<file path="config.mk">
export PLATFORM = sky130hd
export DESIGN_NAME = quadrature_encoder_bank_unit
export DESIGN_NICKNAME = d
export VERILOG_FILES = /design/src/rtl/qeb_pkg.sv /design/src/rtl/qeb_ctrl.sv /design/src/rtl/qeb_dpath.sv /design/src/rtl/quadrature_encoder_bank_unit.sv
export SDC_FILE = /design/constraint.sdc
export NUM_CORES = 1
export LEC_CHECK = 0
export BUFFER_PORTS_ARGS = -buffer_cell sky130_fd_sc_hd__buf_2
export CAP_MARGIN = 10
export CELL_PAD_IN_SITES_DETAIL_PLACEMENT = 1
export CELL_PAD_IN_SITES_GLOBAL_PLACEMENT = 2
export CORE_MARGIN = 2
export CORE_UTILIZATION = 43
export DETAILED_ROUTE_END_ITERATION = 10
export GPL_TIMING_DRIVEN = 1
export PLACE_DENSITY_LB_ADDON = 0.1
export SLEW_MARGIN = 5
export SYNTH_ARGS = -nofsm -noshare
export SYNTH_HDL_FRONTEND = slang
export SYNTH_SLANG_ARGS = --single-unit
</file>
<file path="constraint.sdc">
create_clock -name clock -period 5.7 [get_ports clock]
set_clock_uncertainty 0.2 [all_clocks]
set_input_delay 0.855 -clock clock [delete_from_list [all_inputs] [get_ports clock]]
set_output_delay 0.855 -clock clock [all_outputs]
set_load 0.02 [all_outputs]
</file>
<file path="src/rtl/qeb_pkg.sv">
// qeb_pkg: shared constants, types and the full-step decode table for the
// quadrature encoder bank. No dependencies; used by every rtl file.
package qeb_pkg;

   localparam int CHANNELS = 9;
   localparam int IDX_W    = (CHANNELS > 1) ? $clog2(CHANNELS) : 1;
   localparam int CHAN_W   = 4;
   localparam int CNT_W    = 8;
   localparam int ST_W     = 3;
   localparam int DIR_W    = 2;
   localparam int MASK_W   = 16;

   localparam logic [ST_W-1:0] ST_START     = 3'd0;
   localparam logic [ST_W-1:0] ST_CW_FINAL  = 3'd1;
   localparam logic [ST_W-1:0] ST_CW_BEGIN  = 3'd2;
   localparam logic [ST_W-1:0] ST_CW_NEXT   = 3'd3;
   localparam logic [ST_W-1:0] ST_CCW_BEGIN = 3'd4;
   localparam logic [ST_W-1:0] ST_CCW_FINAL = 3'd5;
   localparam logic [ST_W-1:0] ST_CCW_NEXT  = 3'd6;

   localparam logic [DIR_W-1:0] DIR_IDLE = 2'd0;
   localparam logic [DIR_W-1:0] DIR_CW   = 2'd1;
   localparam logic [DIR_W-1:0] DIR_CCW  = 2'd2;

   localparam logic CMD_SAMPLE = 1'b0;
   localparam logic CMD_REPORT = 1'b1;

   typedef struct packed {
      logic [DIR_W-1:0] dir;
      logic [ST_W-1:0]  next;
   } step_type;

   // controller to datapath
   typedef struct packed {
      logic load;
      logic step;
      logic emit_lo;
      logic emit_hi;
      logic emit_cnt;
      logic idx_clr;
      logic idx_inc;
   } cmd_type;

   // datapath to controller
   typedef struct packed {
      logic free;
      logic nz_any;
      logic nz_cur;
      logic nz_more;
   } stat_type;

   function automatic step_type decode_step(input logic [ST_W-1:0] st,
                                            input logic a, input logic b);
      step_type r;
      logic [1:0] ab;
      ab     = {a, b};
      r.dir  = DIR_IDLE;
      r.next = ST_START;
      unique case (st)
         ST_CW_FINAL: begin
            case (ab)
               2'd0: r.next = ST_CW_NEXT;
               2'd1: r.next = ST_START;
               2'd2: r.next = ST_CW_FINAL;
               default: begin
                  r.next = ST_START;
                  r.dir  = DIR_CW;
               end
            endcase
         end
         ST_CW_BEGIN: begin
            case (ab)
               2'd0: r.next = ST_CW_NEXT;
               2'd1: r.next = ST_CW_BEGIN;
               default: r.next = ST_START;
            endcase
         end
         ST_CW_NEXT: begin
            case (ab)
               2'd0: r.next = ST_CW_NEXT;
               2'd1: r.next = ST_CW_BEGIN;
               2'd2: r.next = ST_CW_FINAL;
               default: r.next = ST_START;
            endcase
         end
         ST_CCW_BEGIN: begin
            case (ab)
               2'd0: r.next = ST_CCW_NEXT;
               2'd2: r.next = ST_CCW_BEGIN;
               default: r.next = ST_START;
            endcase
         end
         ST_CCW_FINAL: begin
            case (ab)
               2'd0: r.next = ST_CCW_NEXT;
               2'd1: r.next = ST_CCW_FINAL;
               2'd2: r.next = ST_START;
               default: begin
                  r.next = ST_START;
                  r.dir  = DIR_CCW;
               end
            endcase
         end
         ST_CCW_NEXT: begin
            case (ab)
               2'd0: r.next = ST_CCW_NEXT;
               2'd1: r.next = ST_CCW_FINAL;
               2'd2: r.next = ST_CCW_BEGIN;
               default: r.next = ST_START;
            endcase
         end
         default: begin
            // start state, and the unused code
            case (ab)
               2'd1: r.next = ST_CW_BEGIN;
               2'd2: r.next = ST_CCW_BEGIN;
               default: r.next = ST_START;
            endcase
         end
      endcase
      return r;
   endfunction

endpackage

</file>
<file path="src/rtl/qeb_ctrl.sv">
// qeb_ctrl: sequencer for sample and report items.
// Depends on qeb_pkg; drives the datapath in qeb_dpath.
module qeb_ctrl (
   input  logic               clock,
   input  logic               reset,
   input  logic               req_tvalid,
   output logic               req_tready,
   input  logic               req_cmd,
   input  qeb_pkg::stat_type  stat,
   output qeb_pkg::cmd_type   cmd
);

   localparam logic [2:0] S_IDLE   = 3'd0;
   localparam logic [2:0] S_SAMPLE = 3'd1;
   localparam logic [2:0] S_LO     = 3'd2;
   localparam logic [2:0] S_HI     = 3'd3;
   localparam logic [2:0] S_WALK   = 3'd4;

   logic [2:0] state_ff, state_in;

   always_comb begin
      state_in   = state_ff;
      cmd        = '0;
      req_tready = 1'b0;
      unique case (state_ff)
         S_IDLE: begin
            req_tready = 1'b1;
            if (req_tvalid) begin
               cmd.load    = 1'b1;
               cmd.idx_clr = 1'b1;
               state_in    = (req_cmd == qeb_pkg::CMD_REPORT) ? S_LO : S_SAMPLE;
            end
         end
         S_SAMPLE: begin
            if (stat.free) begin
               cmd.step = 1'b1;
               state_in = S_IDLE;
            end
         end
         S_LO: begin
            if (stat.free) begin
               cmd.emit_lo = 1'b1;
               state_in    = S_HI;
            end
         end
         S_HI: begin
            if (stat.free) begin
               cmd.emit_hi = 1'b1;
               state_in    = stat.nz_any ? S_WALK : S_IDLE;
            end
         end
         S_WALK: begin
            if (!stat.nz_cur) begin
               cmd.idx_inc = 1'b1;
            end else if (stat.free) begin
               cmd.emit_cnt = 1'b1;
               cmd.idx_inc  = 1'b1;
               if (!stat.nz_more) begin
                  state_in = S_IDLE;
               end
            end
         end
         default: state_in = S_IDLE;
      endcase
   end

   always_ff @(posedge clock) begin
      if (reset) begin
         state_ff <= S_IDLE;
      end else begin
         state_ff <= state_in;
      end
   end

endmodule

</file>
<file path="src/rtl/qeb_dpath.sv">
// qeb_dpath: decoder states, step counters, report index and output register.
// Depends on qeb_pkg; commanded by qeb_ctrl.
module qeb_dpath (
   input  logic                        clock,
   input  logic                        reset,
   input  qeb_pkg::cmd_type            cmd,
   output qeb_pkg::stat_type           stat,
   input  logic                        req_cmd,
   input  logic [qeb_pkg::CHAN_W-1:0]  req_channel,
   input  logic                        req_phase_a,
   input  logic                        req_phase_b,
   output logic                        rsp_valid,
   input  logic                        rsp_ready,
   output logic [qeb_pkg::CNT_W-1:0]   rsp_data_byte,
   output logic [qeb_pkg::DIR_W-1:0]   rsp_step_dir,
   output logic                        rsp_pending,
   output logic                        rsp_last
);

   localparam int CH = qeb_pkg::CHANNELS;
   localparam int IW = qeb_pkg::IDX_W;
   localparam int CW = qeb_pkg::CNT_W;

   logic                        is_report_ff;
   logic [qeb_pkg::CHAN_W-1:0]  chan_ff;
   logic                        a_ff, b_ff;
   logic [IW-1:0]               idx_ff, idx_in;

   logic [qeb_pkg::ST_W-1:0]    st_ff [CH];
   logic [CW-1:0]               cnt_ff [CH];

   logic                        valid_ff, valid_in;
   logic [CW-1:0]               data_ff, data_in;
   logic [qeb_pkg::DIR_W-1:0]   dir_ff, dir_in;
   logic                        pend_ff, pend_in;
   logic                        last_ff, last_in;

   logic [IW-1:0]               addr;
   logic                        in_range;
   logic [CW-1:0]               sel_cnt;
   logic [CW-1:0]               new_cnt;
   qeb_pkg::step_type           tab;
   logic [qeb_pkg::DIR_W-1:0]   step_dir;
   logic [CH-1:0]               nz;
   logic [CH-1:0]               nz_after;
   logic [CH-1:0]               nz_others;
   logic [qeb_pkg::MASK_W-1:0]  nz_wide;

   assign addr     = is_report_ff ? idx_ff : chan_ff[IW-1:0];
   assign in_range = ({1'b0, chan_ff} < (qeb_pkg::CHAN_W + 1)'(CH));
   assign sel_cnt  = cnt_ff[addr];
   assign tab      = qeb_pkg::decode_step(st_ff[addr], a_ff, b_ff);
   assign step_dir = in_range ? tab.dir : qeb_pkg::DIR_IDLE;
   assign nz_wide  = qeb_pkg::MASK_W'(nz);

   always_comb begin
      case (step_dir)
         qeb_pkg::DIR_CW:  new_cnt = sel_cnt + 1'b1;
         qeb_pkg::DIR_CCW: new_cnt = sel_cnt - 1'b1;
         default:          new_cnt = sel_cnt;
      endcase
   end

   always_comb begin
      for (int i = 0; i < CH; i++) begin
         nz[i]        = (cnt_ff[i] != '0);
         nz_after[i]  = (in_range && addr == IW'(i)) ? (new_cnt != '0) : nz[i];
         nz_others[i] = nz[i] && (idx_ff != IW'(i));
      end
   end

   assign stat.free    = !valid_ff || rsp_ready;
   assign stat.nz_any  = |nz;
   assign stat.nz_cur  = nz[idx_ff];
   assign stat.nz_more = |nz_others;

   always_comb begin
      idx_in = idx_ff;
      if (cmd.idx_clr) begin
         idx_in = '0;
      end else if (cmd.idx_inc) begin
         idx_in = idx_ff + 1'b1;
      end
   end

   always_comb begin
      valid_in = valid_ff && !rsp_ready;
      data_in  = data_ff;
      dir_in   = dir_ff;
      pend_in  = pend_ff;
      last_in  = last_ff;
      if (cmd.step) begin
         valid_in = 1'b1;
         data_in  = '0;
         dir_in   = step_dir;
         pend_in  = |nz_after;
         last_in  = 1'b1;
      end else if (cmd.emit_lo) begin
         valid_in = 1'b1;
         data_in  = nz_wide[7:0];
         dir_in   = qeb_pkg::DIR_IDLE;
         pend_in  = 1'b0;
         last_in  = 1'b0;
      end else if (cmd.emit_hi) begin
         valid_in = 1'b1;
         data_in  = nz_wide[15:8];
         dir_in   = qeb_pkg::DIR_IDLE;
         pend_in  = 1'b0;
         last_in  = !(|nz);
      end else if (cmd.emit_cnt) begin
         valid_in = 1'b1;
         data_in  = sel_cnt;
         dir_in   = qeb_pkg::DIR_IDLE;
         pend_in  = 1'b0;
         last_in  = !(|nz_others);
      end
   end

   always_ff @(posedge clock) begin
      if (reset) begin
         valid_ff <= 1'b0;
         idx_ff   <= '0;
         for (int i = 0; i < CH; i++) begin
            st_ff[i]  <= qeb_pkg::ST_START;
            cnt_ff[i] <= '0;
         end
      end else begin
         valid_ff <= valid_in;
         idx_ff   <= idx_in;
         if (cmd.step && in_range) begin
            st_ff[addr]  <= tab.next;
            cnt_ff[addr] <= new_cnt;
         end
         if (cmd.emit_cnt) begin
            cnt_ff[addr] <= '0;
         end
      end
   end

   always_ff @(posedge clock) begin
      if (cmd.load) begin
         is_report_ff <= req_cmd;
         chan_ff      <= req_channel;
         a_ff         <= req_phase_a;
         b_ff         <= req_phase_b;
      end
      data_ff <= data_in;
      dir_ff  <= dir_in;
      pend_ff <= pend_in;
      last_ff <= last_in;
   end

   assign rsp_valid     = valid_ff;
   assign rsp_data_byte = data_ff;
   assign rsp_step_dir  = dir_ff;
   assign rsp_pending   = pend_ff;
   assign rsp_last      = last_ff;

endmodule

</file>
<file path="src/rtl/quadrature_encoder_bank_unit.sv">
// Quadrature encoder bank: a full-step table decoder and 8-bit wrapping count per
// channel, with a read-and-clear report. A sample word is accepted when idle;
// then, once the result register is free, that channel is updated and the result
// register loaded. A report emits the low and high mask bytes, then walks the
// counters one index per cycle, waiting on a busy result register at each nonzero
// one, which it emits and clears; the single counter read port sets that pace.
// A new word is accepted while the last result still waits on the output side.
// Depends on qeb_pkg, qeb_ctrl and qeb_dpath.
module quadrature_encoder_bank_unit (
   input  logic        clock,
   input  logic        reset,
   input  logic        req_tvalid,
   output logic        req_tready,
   input  logic [7:0]  req_tdata,   // channel[3:0], phase_a[4], phase_b[5], zero[7:6]
   input  logic        req_tuser,   // cmd
   output logic        rsp_tvalid,
   input  logic        rsp_tready,
   output logic [15:0] rsp_tdata,   // data_byte[7:0], step_dir[9:8], zero[15:10]
   output logic        rsp_tuser,   // pending
   output logic        rsp_tlast
);

   qeb_pkg::cmd_type                cmd;
   qeb_pkg::stat_type               stat;
   logic [qeb_pkg::CNT_W-1:0]       data_byte;
   logic [qeb_pkg::DIR_W-1:0]       step_dir;

   qeb_ctrl u_ctrl (
      .clock      (clock),
      .reset      (reset),
      .req_tvalid (req_tvalid),
      .req_tready (req_tready),
      .req_cmd    (req_tuser),
      .stat       (stat),
      .cmd        (cmd)
   );

   qeb_dpath u_dpath (
      .clock         (clock),
      .reset         (reset),
      .cmd           (cmd),
      .stat          (stat),
      .req_cmd       (req_tuser),
      .req_channel   (req_tdata[3:0]),
      .req_phase_a   (req_tdata[4]),
      .req_phase_b   (req_tdata[5]),
      .rsp_valid     (rsp_tvalid),
      .rsp_ready     (rsp_tready),
      .rsp_data_byte (data_byte),
      .rsp_step_dir  (step_dir),
      .rsp_pending   (rsp_tuser),
      .rsp_last      (rsp_tlast)
   );

   assign rsp_tdata = {6'd0, step_dir, data_byte};

endmodule
</file>
==> flow_metrics.tcl <==
set metrics [dict create \
    fin_crit_ns 5.35 \
    rows 56 \
    ant_nets 0 \
    yosysWarnings 0 \
    r2r_slack_ns 0.35 \
    start_kind "register" \
    tns_ns 0 \
    clk_latency_ns 0.53 \
    endpoint_kind "register" \
    status "finished, final reports clean" \
    die_w_um 159 \
    rsz0062_at_grt "false" \
    ios 33 \
    cpPeakStageDelay_ns 0.55 \
    cts_tree "done" \
    synth_edf_count 186 \
    syn_area_um2 10300 \
    grt_use_met2_pct 42.0 \
    die_h_um 159 \
    cp.required_ns 5.84 \
    hold_viol 0 \
    min-delay-start "u_dpath.rsp_last$_SDFFE_PP1P_" \
    timing.fmax_ghz 0.187 \
    worstPathArrival_ns 5.49 \
    final_common_cell "edfxtp_1" \
    dr.pass1.iters 5 \
    cts_hold_buf 0 \
    grt_overflow 0 \
    fin_crit_sh_pct 93.9 \
    grt_pass1_wl_mm 48.9 \
    cts_buffers 24 \
    port_buffers 24 \
    ys_types 82 \
    yosys_register_bits 203 \
    antenna_found_initial 0 \
    setup_viol 0 \
    use_met1_pct 34.6 \
    n_antenna_cell 0 \
    fillCellCount 2469 \
    total_power_mw 4.01 \
    floorplan.initialDensity_pct 43.9 \
    drtIter0Drc 773 \
    die-area_um2 25200 \
    min_delay_worst_endpoint "u_dpath.rsp_last$_SDFFE_PP1P_" \
    synth_ff_type "edfxtp_1" \
    timing.rr.end "u_dpath.cnt_ff[13][6]$_DFFE_PP_" \
    async_reset_ff_share_pct 0 \
    dpl.cell_count 1213 \
    wire_per_inst_um 25.9 \
    worstHoldPathCells 1 \
    whs_ns 0.273 \
    placed_area_um2 10900 \
    leakage_nw 3.88 \
    syn_to_final_growth_pct 13.0 \
    final_cells 1256 \
    slew_viol_final 0 \
    postSynthCellCount 886 \
    p_per_area_nw_per_um2 344 \
    nNetsFinal 941 \
    clockBufferDepth 3 \
    r2r-start "u_dpath.is_report_ff$_DFFE_PP_" \
    grt_most_used_layer "met2" \
    crit_family "simple AND/OR/NAND/NOR gates" \
    cts.sinks 203 \
    core-area_um2 23500 \
    cts_setup_buffers 0 \
    min_path_type "register to register" \
    clkTransAtPathRegs_ns 0.06 \
    use_met3_pct 4.96 \
    critPathSlowestCell "mux4_2" \
    crit_path_max_fanout 17 \
    layout-drive-gt1-share_pct 17.0 \
    drt_wl_total_mm 32.5 \
    slew-limit-headroom_pct 24.2 \
    layout_common_cells "186 x edfxtp_1, 134 x nor2_1, 67 x o21ai_0, 66 x nand2_1, 33 x buf_4" \
    gp_congestion 0.894 \
    grt_max_degree 26 \
    h-tree-depth 1 \
    vias_per_cell 6.09 \
    worst_pin_slew_ns 1.13 \
    syn_area_per_cell_um2 11.6 \
    drc 0 \
    dp_hpwl_mm 23.5 \
    grt_usage_pct 25.6 \
    vdd_drop_max_v 0.000233 \
    worstSetupPathType "register to register" \
    grt_pass1_vias 7849 \
    seq_area_frac_synth_pct 57.6 \
    reg2reg_depth 17 \
    fin_area_um2 11600 \
    cp_cell_sequence "buf_4, mux2_4, mux4_2, a22oi_1, nand2_1, nor4b_4, and2_1, ha_1, ha_1, nand2_1, a41oi_1, o21ai_0, or3b_1, mux2_2, xor2_1, nand2_4, inv_1" \
    drv_cap 0 \
    dr_total_vias 7654 \
    worst-path-buf-inv 2 \
    cts_root_buf "clkbuf_16" \
]
layer usage:
| layer | wire, um | vias to the layer above |
|---|---|---|
| met1 | 13800 | 3913 |
| met2 | 15400 | 268 |
| li1 | - | 3418 |
| met4 | 839 | 2 |
| met3 | 2320 | 53 |
| met5 | 57 | - |
cell usage after synthesis (9+ instances only):
| library cell | count | area, um2 |
|---|---|---|
| edfxtp_1 | 186 | 5590 |
| nor2_1 | 134 | 503 |
| nand2_1 | 67 | 251 |
| o21ai_0 | 67 | 335 |
| a21oi_1 | 31 | 155 |
| clkbuf_1 | 28 | 105 |
| mux4_2 | 27 | 608 |
| nand2b_1 | 23 | 144 |
| nor2b_1 | 22 | 138 |
| nor4_1 | 22 | 138 |
| dfxtp_1 | 17 | 340 |
| inv_1 | 16 | 60.1 |
| nor3_1 | 16 | 80.1 |
| buf_2 | 15 | 75.1 |
| o21ai_1 | 13 | 65.1 |
| nand3_1 | 12 | 60.1 |
| a41oi_1 | 10 | 87.6 |
| nor2_2 | 10 | 62.6 |
| nand4_1 | 9 | 56.3 |
| o21a_1 | 9 | 67.6 |
worst max-delay path by stage:
stage / start / to / slack, ns / cells past startpoint
global route: u_dpath.is_report_ff$_DFFE_PP_ / u_dpath.cnt_ff[11][6]$_DFFE_PP_ / 0.007 / 17
detailed placement: u_dpath.is_report_ff$_DFFE_PP_ / u_dpath.cnt_ff[14][6]$_DFFE_PP_ / -0.14 / 17
finish: u_dpath.is_report_ff$_DFFE_PP_ / u_dpath.cnt_ff[13][6]$_DFFE_PP_ / 0.35 / 17
floorplan: u_dpath.is_report_ff$_DFFE_PP_ / u_dpath.cnt_ff[10][6]$_DFFE_PP_ / 0.52 / 17
CTS: u_dpath.is_report_ff$_DFFE_PP_ / u_dpath.cnt_ff[13][6]$_DFFE_PP_ / 0.004 / 17
global placement: u_dpath.is_report_ff$_DFFE_PP_ / u_dpath.cnt_ff[14][6]$_DFFE_PP_ / -0.03 / 17
through the flow:
step / setup slack, ns / utilization (%)
4_1_cts: 0.00446 / 49.5
5_1_grt: 0.00659 / 49.6
2_1_floorplan: 0.521 / -
3_5_place_dp: -0.135 / 46.2
6_report: 0.346 / 49.6
3_3_place_gp: -0.0290 / 46.2
flip-flops by register name, summed over array words and instances, names as in the netlist, 2 cells and up:
register	count
u_dpath.cnt_ff	128
u_dpath.st_ff	48
u_dpath.rsp_data_byte	8
u_dpath.chan_ff	4
u_dpath.idx_ff	4
u_ctrl.state_ff	3
u_dpath.rsp_step_dir	2
cell type report:
class | instances | area (um2) | share of cell area [%]
clock buffer | 29 | 641 | 5.50
sequential | 203 | 5930 | 50.9
clock inverter | 14 | 120 | 1.03
timing repair buffer | 58 | 388 | 3.33
inverter | 20 | 75.1 | 0.645
multi-input combinational | 613 | 4090 | 35.1
tap | 319 | 399 | 3.43
power by group:
part	leakage [nW]	switching [mW]	internal, mW
clock network	0.373	0.601	0.886
registers	1.96	0.0504	1.73
logic	1.55	0.496	0.245
total	3.88	1.15	2.86
timing repair:
| item | 4_1_cts | 5_1_grt |
|---|---|---|
| setup endpoints to repair | 15 | 16 |
| hold endpoints to repair | 0 | 0 |
| gates resized for setup | 1 | 3 |
worst reg2reg max path: stages (launching register included):
cell and delay [ns]:
edfxtp_1 0.48, buf_4 0.23, mux2_4 0.40, mux4_2 0.56, a22oi_1 0.29, nand2_1 0.25, nor4b_4 0.21, and2_1 0.23
ha_1 0.26, ha_1 0.32, nand2_1 0.11, a41oi_1 0.06, o21ai_0 0.20, or3b_1 0.36, mux2_2 0.28, xor2_1 0.30
nand2_4 0.21, inv_1 0.22
cells by family (layout without fill, tap and decap cells):
logic type	count (synthesis)	in the layout	synth area share, %
DFF	203	203	57.6
xor gates and xnor gates	11	11	0.936
other	1	6	0.0364
and+or+nand+nor	357	357	17.4
buffers and inverters	75	121	3.28
muxes	35	35	7.19
AOI/OAI and AO/OA	196	196	12.7
adders and majority gates	8	8	0.972
Note: power is estimated with default switching activity, not from simulation.
